--- src/rtl/rpn_pkg.sv ---
// Shared constants, token and status codes, and the divider handshake types
// for the reverse Polish stack evaluator. No dependencies.
package rpn_pkg;

  // Field widths of the input and result items.
  localparam int OP_W    = 3;
  localparam int DATA_W  = 32;
  localparam int STAT_W  = 3;
  localparam int DEPTH_W = 8;

  // Default number of stack entries.
  localparam int STACK_DEPTH_DEF = 128;

  // Q16.16 fraction bits and saturation limits.
  localparam int FRAC_W = 16;
  localparam logic [DATA_W-1:0] Q_MAX = 32'h7FFF_FFFF;
  localparam logic [DATA_W-1:0] Q_MIN = 32'h8000_0000;

  // Token kinds.
  localparam logic [OP_W-1:0] OP_NUM     = 3'd0;
  localparam logic [OP_W-1:0] OP_ADD     = 3'd1;
  localparam logic [OP_W-1:0] OP_SUB     = 3'd2;
  localparam logic [OP_W-1:0] OP_MUL     = 3'd3;
  localparam logic [OP_W-1:0] OP_DIV     = 3'd4;
  localparam logic [OP_W-1:0] OP_MOD     = 3'd5;
  localparam logic [OP_W-1:0] OP_PRINT   = 3'd6;
  localparam logic [OP_W-1:0] OP_UNKNOWN = 3'd7;

  // Result status codes.
  localparam logic [STAT_W-1:0] ST_OK      = 3'd0;
  localparam logic [STAT_W-1:0] ST_FULL    = 3'd1;
  localparam logic [STAT_W-1:0] ST_UNDER   = 3'd2;
  localparam logic [STAT_W-1:0] ST_ZDIV    = 3'd3;
  localparam logic [STAT_W-1:0] ST_UNKNOWN = 3'd4;

  // Request to the iterative divider: start pulse, remainder select, operands.
  typedef struct packed {
    logic              start;
    logic              is_mod;
    logic [DATA_W-1:0] a;
    logic [DATA_W-1:0] b;
  } div_req_t;

  // Divider answer: one-cycle done pulse with the saturated Q16.16 value.
  typedef struct packed {
    logic              done;
    logic [DATA_W-1:0] value;
  } div_rsp_t;

endpackage

--- src/rtl/rpn_divider.sv ---
// Iterative restoring divider, one quotient bit per cycle, for Q16.16 divide
// (saturated) and remainder (sign of the dividend). Depends on rpn_pkg.
module rpn_divider (
  input  logic              clk,
  input  logic              rst_n,
  input  rpn_pkg::div_req_t req,
  output rpn_pkg::div_rsp_t rsp
);
  import rpn_pkg::*;

  localparam int DVD_W    = DATA_W + FRAC_W;
  localparam int CNT_W    = $clog2(DVD_W);
  localparam logic [CNT_W-1:0] DIV_LAST = CNT_W'(DVD_W - 1);
  localparam logic [CNT_W-1:0] MOD_LAST = CNT_W'(DATA_W - 1);

  localparam logic [1:0] D_IDLE = 2'd0;
  localparam logic [1:0] D_RUN  = 2'd1;
  localparam logic [1:0] D_FIN  = 2'd2;

  logic [1:0]        state_r, state_nxt;
  logic [CNT_W-1:0]  cnt_r, cnt_nxt;
  logic [DVD_W-1:0]  dvd_r, dvd_nxt;
  logic [DATA_W-1:0] rem_r, rem_nxt;
  logic [DATA_W-1:0] bmag_r, bmag_nxt;
  logic              negq_r, negq_nxt;
  logic              nega_r, nega_nxt;
  logic              mod_r, mod_nxt;

  logic [DATA_W-1:0] amag;
  logic [DATA_W-1:0] bmag;
  logic [DATA_W:0]   rem_sh;
  logic [DATA_W:0]   diff;
  logic              ge;
  logic [DATA_W-1:0] q_val;
  logic [DATA_W-1:0] r_val;

  // Operand magnitudes; the most negative value maps to 2^31 exactly.
  assign amag = req.a[DATA_W-1] ? (~req.a + 1'b1) : req.a;
  assign bmag = req.b[DATA_W-1] ? (~req.b + 1'b1) : req.b;

  // One restoring step: shift in the next dividend bit and try to subtract.
  assign rem_sh = {rem_r, dvd_r[DVD_W-1]};
  assign diff   = rem_sh - {1'b0, bmag_r};
  assign ge     = ~diff[DATA_W];

  // Quotient with sign and saturation to the Q16.16 range.
  always_comb begin
    if (!negq_r) begin
      q_val = (dvd_r[DVD_W-1:DATA_W-1] != '0) ? Q_MAX : dvd_r[DATA_W-1:0];
    end else if (dvd_r > DVD_W'({1'b1, {(DATA_W-1){1'b0}}})) begin
      q_val = Q_MIN;
    end else begin
      q_val = ~dvd_r[DATA_W-1:0] + 1'b1;
    end
  end

  // Remainder takes the sign of the dividend and always fits.
  assign r_val = nega_r ? (~rem_r + 1'b1) : rem_r;

  assign rsp.done  = (state_r == D_FIN);
  assign rsp.value = mod_r ? r_val : q_val;

  // Sequencer for the iterations.
  always_comb begin
    state_nxt = state_r;
    cnt_nxt   = cnt_r;
    dvd_nxt   = dvd_r;
    rem_nxt   = rem_r;
    bmag_nxt  = bmag_r;
    negq_nxt  = negq_r;
    nega_nxt  = nega_r;
    mod_nxt   = mod_r;
    unique case (state_r)
      D_IDLE: begin
        if (req.start) begin
          // Both operations scan the dividend |a| * 2^16 from the top; the
          // remainder only needs the integer part.
          dvd_nxt   = {amag, {FRAC_W{1'b0}}};
          rem_nxt   = '0;
          bmag_nxt  = bmag;
          negq_nxt  = req.a[DATA_W-1] ^ req.b[DATA_W-1];
          nega_nxt  = req.a[DATA_W-1];
          mod_nxt   = req.is_mod;
          cnt_nxt   = req.is_mod ? MOD_LAST : DIV_LAST;
          state_nxt = D_RUN;
        end
      end
      D_RUN: begin
        rem_nxt = ge ? diff[DATA_W-1:0] : rem_sh[DATA_W-1:0];
        dvd_nxt = {dvd_r[DVD_W-2:0], ge};
        cnt_nxt = cnt_r - 1'b1;
        if (cnt_r == '0) begin
          state_nxt = D_FIN;
        end
      end
      D_FIN: begin
        state_nxt = D_IDLE;
      end
      default: begin
        state_nxt = D_IDLE;
      end
    endcase
  end

  // Control state.
  always_ff @(posedge clk) begin
    if (!rst_n) begin
      state_r <= D_IDLE;
    end else begin
      state_r <= state_nxt;
    end
  end

  // Datapath registers.
  always_ff @(posedge clk) begin
    cnt_r  <= cnt_nxt;
    dvd_r  <= dvd_nxt;
    rem_r  <= rem_nxt;
    bmag_r <= bmag_nxt;
    negq_r <= negq_nxt;
    nega_r <= nega_nxt;
    mod_r  <= mod_nxt;
  end

  // A new request only arrives while the divider is idle.
  a_start_idle: assert property (@(posedge clk) disable iff (!rst_n)
    req.start |-> state_r == D_IDLE)
    else $error("divider started while busy");

  // Every finished run is followed by a return to idle.
  a_fin_once: assert property (@(posedge clk) disable iff (!rst_n)
    state_r == D_FIN |=> state_r == D_IDLE)
    else $error("divider done held longer than one cycle");

  // A run never begins without a start request.
  a_run_entry: assert property (@(posedge clk) disable iff (!rst_n)
    state_r == D_IDLE && !req.start |=> state_r == D_IDLE)
    else $error("divider left idle without a request");

endmodule

--- config.mk ---
export PLATFORM = sky130hd
export DESIGN_NAME = rpn_divider
export DESIGN_NICKNAME = d
export VERILOG_FILES = /design/src/rtl/rpn_pkg.sv /design/src/rtl/rpn_divider.sv
export SDC_FILE = /design/constraint.sdc
export NUM_CORES = 1
export LEC_CHECK = 0
export BUFFER_PORTS_ARGS = -buffer_cell sky130_fd_sc_hd__buf_4
export CAP_MARGIN = 20
export CORE_ASPECT_RATIO = 0.9
export CORE_MARGIN = 5
export CORE_UTILIZATION = 52
export DETAILED_ROUTE_END_ITERATION = 10
export PLACE_DENSITY_LB_ADDON = 0.3
export SETUP_SLACK_MARGIN = 0.02
export SLEW_MARGIN = 20
export SYNTH_ARGS = -nofsm -noshare
export SYNTH_HDL_FRONTEND = slang
export SYNTH_SLANG_ARGS = --single-unit
--- constraint.sdc ---
create_clock -name clk -period 7.2 [get_ports clk]
set_clock_uncertainty 0.15 [all_clocks]
set_input_delay 1.08 -clock clk [delete_from_list [all_inputs] [get_ports clk]]
set_output_delay 1.08 -clock clk [all_outputs]
set_load 0.1 [all_outputs]
==> results by group, run 1 <==
Setup path
  – Critical path's slowest cell: nand2_1
  – Arr. time, crit path: ~4.7 ns
  – CP required: just under 6 ns
  – Crit path kind: reg2out
  – Slowest Stage Delay on Critical Path: about 0.60 ns
  – CP max FO: 29
  – Crit path launch type: register
  – Worst Path Buf+Inv: 2
  – Top delay family on crit path: simple AND/OR/NAND/NOR gates
  – Endpoint class of the critical path: primary output
  – Ordered list of cells on the worst path: or4_4, or4b_4, nand4bb_4, or3_1, a21oi_1, buf_4, nand2_1, or3_1, a32oi_1, buf_4

CTS
  – Sink Count: about 120
  – Maximum clock insertion buffer count: 2
  – Post-CTS Setup Bufs: 0
  – Post-cts sizing count: 0
  – Clock latency on the worst-skew pair: about 0.42 ns
  – CTS buffer count: 17
  – Htree depth: 4
  – CTS root buffer: clkbuf_16
  – CTS tree: yes
  – Clock transition at path regs: approximately 0.060 ns
  – Hold buffers post-CTS: 0

Routing
  – WL met1: 10900 um
  – Initial DRC count: 634
  – Routed wl met3: 1740 um
  – DRT Pass-1 Iters: 5
  – Routed vias/inst: approximately 6
  – Max Used Layer: met4
  – Final ANT Viol Nets: 0
  – WL met2: about 10000 um
  – DRC: 0
  – Routed length per instance: roughly 17 um
  – Post-Route WL: approximately 23000 um
  – Vias: 8356

STA
  – Setup tns final: 0 ns
  – RSZ-0062 raised after global routing: false
  – Tmin final: approximately 6 ns
  – Final worst setup slack: roughly 1.3 ns
  – Final setup viols: 0
  – Tcrit/Tclk final: 81.7%
  – Worst slew pin tran: between 1 and 1.5 ns
  – Max-slew headroom at the worst pin: ~31%
  – Final Slew Violations: 0
  – Final Hold Fails: 0
  – Max Fclk: around 0.17 GHz

Power
  – Sw Pwr: 1.21 mW
  – Switching Share: between 40% and 50%
  – Clock power frac: a little over a quarter
  – Gate power share: between 30% and 40%
  – Int Power: roughly 1.8 mW
  – P_leak: 4.20 nW
  – Flop pwr share: about a third
  – Power Dens Cells: 273 nW/um^2
  – Worst VDD drop: around 160 uV

Die
  – Starting Density: a little over half
  – Num rows: 47
  – Area of the core: ~18000 um^2
  – Die Width: ~150 um
  – Area of the die: 21200 um^2
  – Die Height: approximately 140 um
  – IO Pins: about 100

Cells and area
  – Nets: ~1300
  – Most common cell after layout, fill and taps aside: nand2_1
  – Share of layout cells above drive strength 1: roughly an eighth
  – Number of diodes: 0
  – FILL cells: around 1700
  – Final Util: approximately three fifths
  – Layout area overhead: 15.5%
  – Most frequent cells in the layout: nand2_1 (146), edfxtp_1 (121), buf_4 (106)

Run
  – Max-cap viol count: 0

Synthesis
  – Yosys top cell by area: edfxtp_1
  – Ys flop type: edfxtp_1
  – Post-synth EDFFs: 121
  – Syn_area_per_cell: between 8 and 9 um^2
  – Netlist cell types: 61
  – Ys Warns: 0
  – Post-synthesis net count: 1194
  – Area contributors post-synth: edfxtp_1 (38%), xnor2_1 (5.9%), nand2_1 (5.8%), o21ai_0 (5.0%), ha_1 (5.0%)
  – Gate Count Post-Synth: between 1000 and 1500
  – Share of the synthesized area in the top cell type: between 30% and 40%
  – Register bit total from synthesis: about 120
  – Seq/Total Area, Yosys: roughly two fifths
  – Post-Syn Area: between 9000 and 10000 um^2
  – Ys async rst share: 0%

GRT
  – GRT Util Overall: a little over a fifth
  – Grt ovf: 0
  – Number of global-route vias before repair: 7855
  – Largest net degree at the start of global routing: 93
  – Initial antenna violation count: 0
  – First-pass GRT wire length: 38800 um

Place
  – I/O Buffers: 100
  – Hpwl dp: 17300 um
  – DP Worst Slack: around 1.8 ns
  – GP Congestion: 0.916

Worst hold path
  – Tightest Hold Check Type: reg2reg

Run status
  – Outcome: finished clean
==> stage by stage <==
step                total power [mW]  hold WS, ns  area, um^2  std cells
floorplan                       1.90        0.372        9550       1087
global placement                2.17        0.390       10500       1390
detailed placement              2.19        0.400       10500       1390
CTS                             3.00        0.413       11000       1421
global route                    3.17        0.455       11000       1421
finish                          3.01        0.406       11000       1421
==> state kept, by name, summed over array words and instances (netlist names) <==
name and flops:
dvd_r 48, bmag_r 32, rem_r 32, cnt_r 6, state_r 2, mod_r 1, nega_r 1, negq_r 1
==> cell families (layout without fill, tap and decap cells) <==
| group | after synthesis | count (layout) | synth area share [%] |
|---|---|---|---|
| mux | 3 | 3 | 0.314 |
| fa+ha+maj | 39 | 39 | 5.19 |
| flops | 123 | 123 | 38.4 |
| simple gates | 383 | 383 | 20.4 |
| compound gates | 320 | 320 | 20.7 |
| xor+xnor | 118 | 118 | 10.8 |
| buf+inv | 101 | 190 | 4.14 |
==> power by group through the flow <==
stage | combinational, mW | sequential, mW | clock, mW
floorplan | 0.898 | 1.00 | 0
CTS | 1.14 | 1.04 | 0.817
global route | 1.25 | 1.06 | 0.855
detailed placement | 1.14 | 1.05 | 0
global placement | 1.12 | 1.05 | 0
finish | 1.15 | 1.05 | 0.814
==> worst paths after layout <==
| kind | startpoint | endpoint | slack, ns | cells past startpoint |
|---|---|---|---|---|
| worst max-delay path | dvd_r[14]$_SDFFCE_PN0P_ | rsp[9] | 1.32 | 10 |
| worst min register to register | dvd_r[36]$_DFFE_PP_ | dvd_r[37]$_DFFE_PP_ | 0.41 | 2 |
| worst max register to register | dvd_r[47]$_DFFE_PP_ | rem_r[25]$_SDFFCE_PN0P_ | 3.13 | 12 |
| worst min-delay path | dvd_r[36]$_DFFE_PP_ | dvd_r[37]$_DFFE_PP_ | 0.41 | 2 |
==> synthesized netlist by cell type (all sizes together), types with 11 or more instances <==
cell and number:
a211oi 32, a21o 13, a21oi 90, and2 15, clkbuf 45, edfxtp 121
ha 38, inv 52, nand2 147, nand2b 15, nand3 13, nor2 45
nor2b 11, nor3 36, nor3b 18, o21ai 98, o31ai 24, o41ai 19
or3 28, or4 19, xnor2 64, xor2 54
==> final cells by class <==
class	instances	area (um^2)	area share, %
Multi-Input combinational cell	863	5500	49.8
Timing Repair Buffer	107	807	7.31
Clock buffer	17	425	3.85
Clock inverter	14	129	1.17
Tap cell	245	307	2.78
Inverter	52	195	1.77
Sequential cell	123	3670	33.3
==> worst min-delay path: stages, from the launching register on <==
cell      delay, ns
edfxtp_1       0.34
nand2_1        0.05
o21ai_0        0.06
==> routing by layer <==
layer,global-route usage [%],vias up
li1,-,4157
met1,32.1,3887
met2,33.3,284
met4,5.06,0
met3,4.62,28
met5,0,-
Power figures use the tool's default switching activity.
==> inputs of run 2 (changes only) <==
clock period = 6.14 ns   (was 7.2 ns; I/O delays follow)
==> run 2 against run 1 <==
  * Register-to-register slack got worse by 1.1 ns
  * Worst hold slack hardly changed
  * First-iteration DRC count decreased by 3.6%
  * Non-clock buffer count grew 1
  * Power grew 18%
  * Cell count increased by 0.14%
  * Combinational power is 17% higher
  * Global-route usage down 0.12 points
  * Critical path type unchanged
  * Highest routed layer unchanged
==> results by group, run 2 (synthesized netlist as in run 1, its figures left out) <==
Place
  – Hpwl dp: roughly 17000 um
  – I/O Buffers: 100
  – GP Congestion: slightly above 0.9
  – DP Worst Slack: roughly 0.9 ns
  – Dpl cells: 1391

Die
  – Area of the die: 21200 um^2
  – Die Width: 153 um
  – Area of the core: roughly 18000 um^2
  – Die Height: 139 um
  – Num rows: 47
  – Starting Density: between 50% and 60%
  – IO Pins: between 100 and 150

GRT
  – Initial antenna violation count: 0
  – Grt ovf: 0
  – Number of global-route vias before repair: just under 8000
  – Largest net degree at the start of global routing: 93
  – GRT Util Overall: a little over a fifth
  – First-pass GRT wire length: slightly below 40000 um

Worst hold path
  – Tightest Hold Check Type: reg2reg

Cells and area
  – Layout area overhead: 15.9%
  – Cell Count, Final, Fillers Out: 1423
  – Most frequent cells in the layout: nand2_1 (147), edfxtp_1 (121), buf_4 (108)
  – Top Registers: dvd_r (48), bmag_r (32), rem_r (32)
  – Share of layout cells above drive strength 1: 13.0%
  – Nets: 1272
  – Combined area of the multi-input logic cells: about 5500 um^2
  – Most flops, register: dvd_r
  – Register Area: between 3000 and 4000 um^2
  – FILL cells: approximately 1600
  – Max reg flops: 48
  – Number of diodes: 0
  – Most common cell after layout, fill and taps aside: nand2_1

Power
  – Overall power: around 3.6 mW
  – P_leak: between 4 and 5 nW
  – Power Dens Cells: 322 nW/um^2
  – Worst VDD drop: around 180 uV

CTS
  – Clock transition at path regs: approximately 0.060 ns
  – Hold buffers post-CTS: 0
  – CTS tree: yes
  – Maximum clock insertion buffer count: 2
  – CTS root buffer: clkbuf_16
  – Clock latency on the worst-skew pair: slightly above 0.4 ns
  – CTS buffer count: 17
  – Sink Count: approximately 120
  – Post-cts sizing count: 0
  – Htree depth: 4
  – Post-CTS Setup Bufs: 0

Setup path
  – Reg2Reg Setup Slack: slightly above 2 ns
  – Top delay family on crit path: simple AND/OR/NAND/NOR gates
  – Worst-case reg-to-reg path depth: 12
  – Critical path's slowest cell: nand2_1
  – CP max FO: 29
  – Arr. time, crit path: 4.66 ns
  – CP Capture Point: rsp[30]
  – WP depth: 11
  – Slowest Stage Delay on Critical Path: a little over 0.6 ns
  – Ordered list of cells on the worst path: or4_4, or4b_4, nand4bb_4, or3_1, a21oi_1, buf_4, nand2_1, nor3_1, a211oi_1, a21oi_1, buf_4
  – Crit path kind: reg2out
  – Crit path launch type: register
  – Crit Reg-Reg Startpoint: dvd_r[47]$_DFFE_PP_
  – Worst Path Buf+Inv: 2
  – Worst Setup SP: dvd_r[14]$_SDFFCE_PN0P_
  – Endpoint class of the critical path: primary output
  – CP required: 5.07 ns
  – Reg2reg end: rem_r[0]$_SDFFCE_PN0P_

STA
  – RSZ-0062 raised after global routing: false
  – Final Slew Violations: 0
  – Tmin final: 5.73 ns
  – Max-slew headroom at the worst pin: between 30 and 40%
  – Worst slew pin tran: around 1.0 ns
  – Setup tns final: 0 ns
  – Final worst setup slack: around 0.41 ns
  – Final setup viols: 0
  – Tcrit/Tclk final: 93.3%
  – Final Hold Fails: 0
  – Max Fclk: between 0.15 and 0.2 GHz

Routing
  – Initial DRC count: roughly 610
  – Vias: approximately 8300
  – Routed vias/inst: 5.86
  – DRT Pass-1 Iters: 6
  – Final ANT Viol Nets: 0
  – Post-Route WL: around 24000 um
  – DRC: 0
  – Routed length per instance: 16.5 um

Run
  – Max-cap viol count: 0

Run status
  – Outcome: finished clean
-- run 2: cell types whose count changed in the layout (fill, tap and decap cells not counted) --
cell | previous run | this run
clkbuf_1 | 0 | 1
nand2_1 | 146 | 147
clkinv_1 | 4 | 2
inv_6 | 2 | 0
bufinv_16 | 2 | 3
clkinv_2 | 4 | 5
buf_6 | 1 | 0
nand2_2 | 1 | 0
clkinvlp_4 | 1 | 3
buf_4 | 106 | 108
-- run 2: worst min-delay path by stage --
stage                        start                   to  slack, ns  cells after the start
2_1_floorplan  dvd_r[34]$_DFFE_PP_  dvd_r[35]$_DFFE_PP_       0.37                      2
5_1_grt        dvd_r[41]$_DFFE_PP_  dvd_r[42]$_DFFE_PP_       0.45                      2
3_5_place_dp   dvd_r[42]$_DFFE_PP_  dvd_r[43]$_DFFE_PP_       0.39                      2
3_3_place_gp   dvd_r[32]$_DFFE_PP_  dvd_r[33]$_DFFE_PP_       0.39                      2
6_report       dvd_r[42]$_DFFE_PP_  dvd_r[43]$_DFFE_PP_       0.41                      2
4_1_cts        dvd_r[42]$_DFFE_PP_  dvd_r[43]$_DFFE_PP_       0.41                      2
-- run 2: report_power, final --
part	leakage, nW	internal, mW	switching [mW]	total [mW]
logic	2.71	0.447	0.907	1.35
clock network	0.280	0.630	0.355	0.985
registers	1.22	1.08	0.147	1.22
-- run 2: per-layer routing --
layer	share of wire, %	track usage [%]	wire length, um
met5	0	0	0
met4	1.3	5.16	302
met3	7.6	4.31	1800
met2	46	33.8	10700
met1	45	31.5	10700
-- run 2: final cells by class --
type,instances,share of cell area [%]
Sequential cell,123,33.2
Timing Repair Buffer,108,7.32
Clock inverter,14,1.39
Inverter,52,1.76
Multi-Input combinational cell,863,49.7
Tap cell,245,2.77
Clock buffer,18,3.88
-- run 2: through the flow --
step	area (um^2)	hold slack, ns	utilization [%]
final	11100	0.407	60.7
after global routing	11100	0.447	60.7
after CTS	11100	0.408	60.7
after detailed placement	10500	0.395	57.5
after global placement	10500	0.387	57.5
after floorplan	9550	0.372	-
-- run 2: worst min-delay path: cells and delay by family (launching register included) --
family / cells / cell delay (ns)
flip-flops: 1 / 0.34
AO/OA/AOI/OAI: 1 / 0.06
AND/OR/NAND/NOR: 1 / 0.05
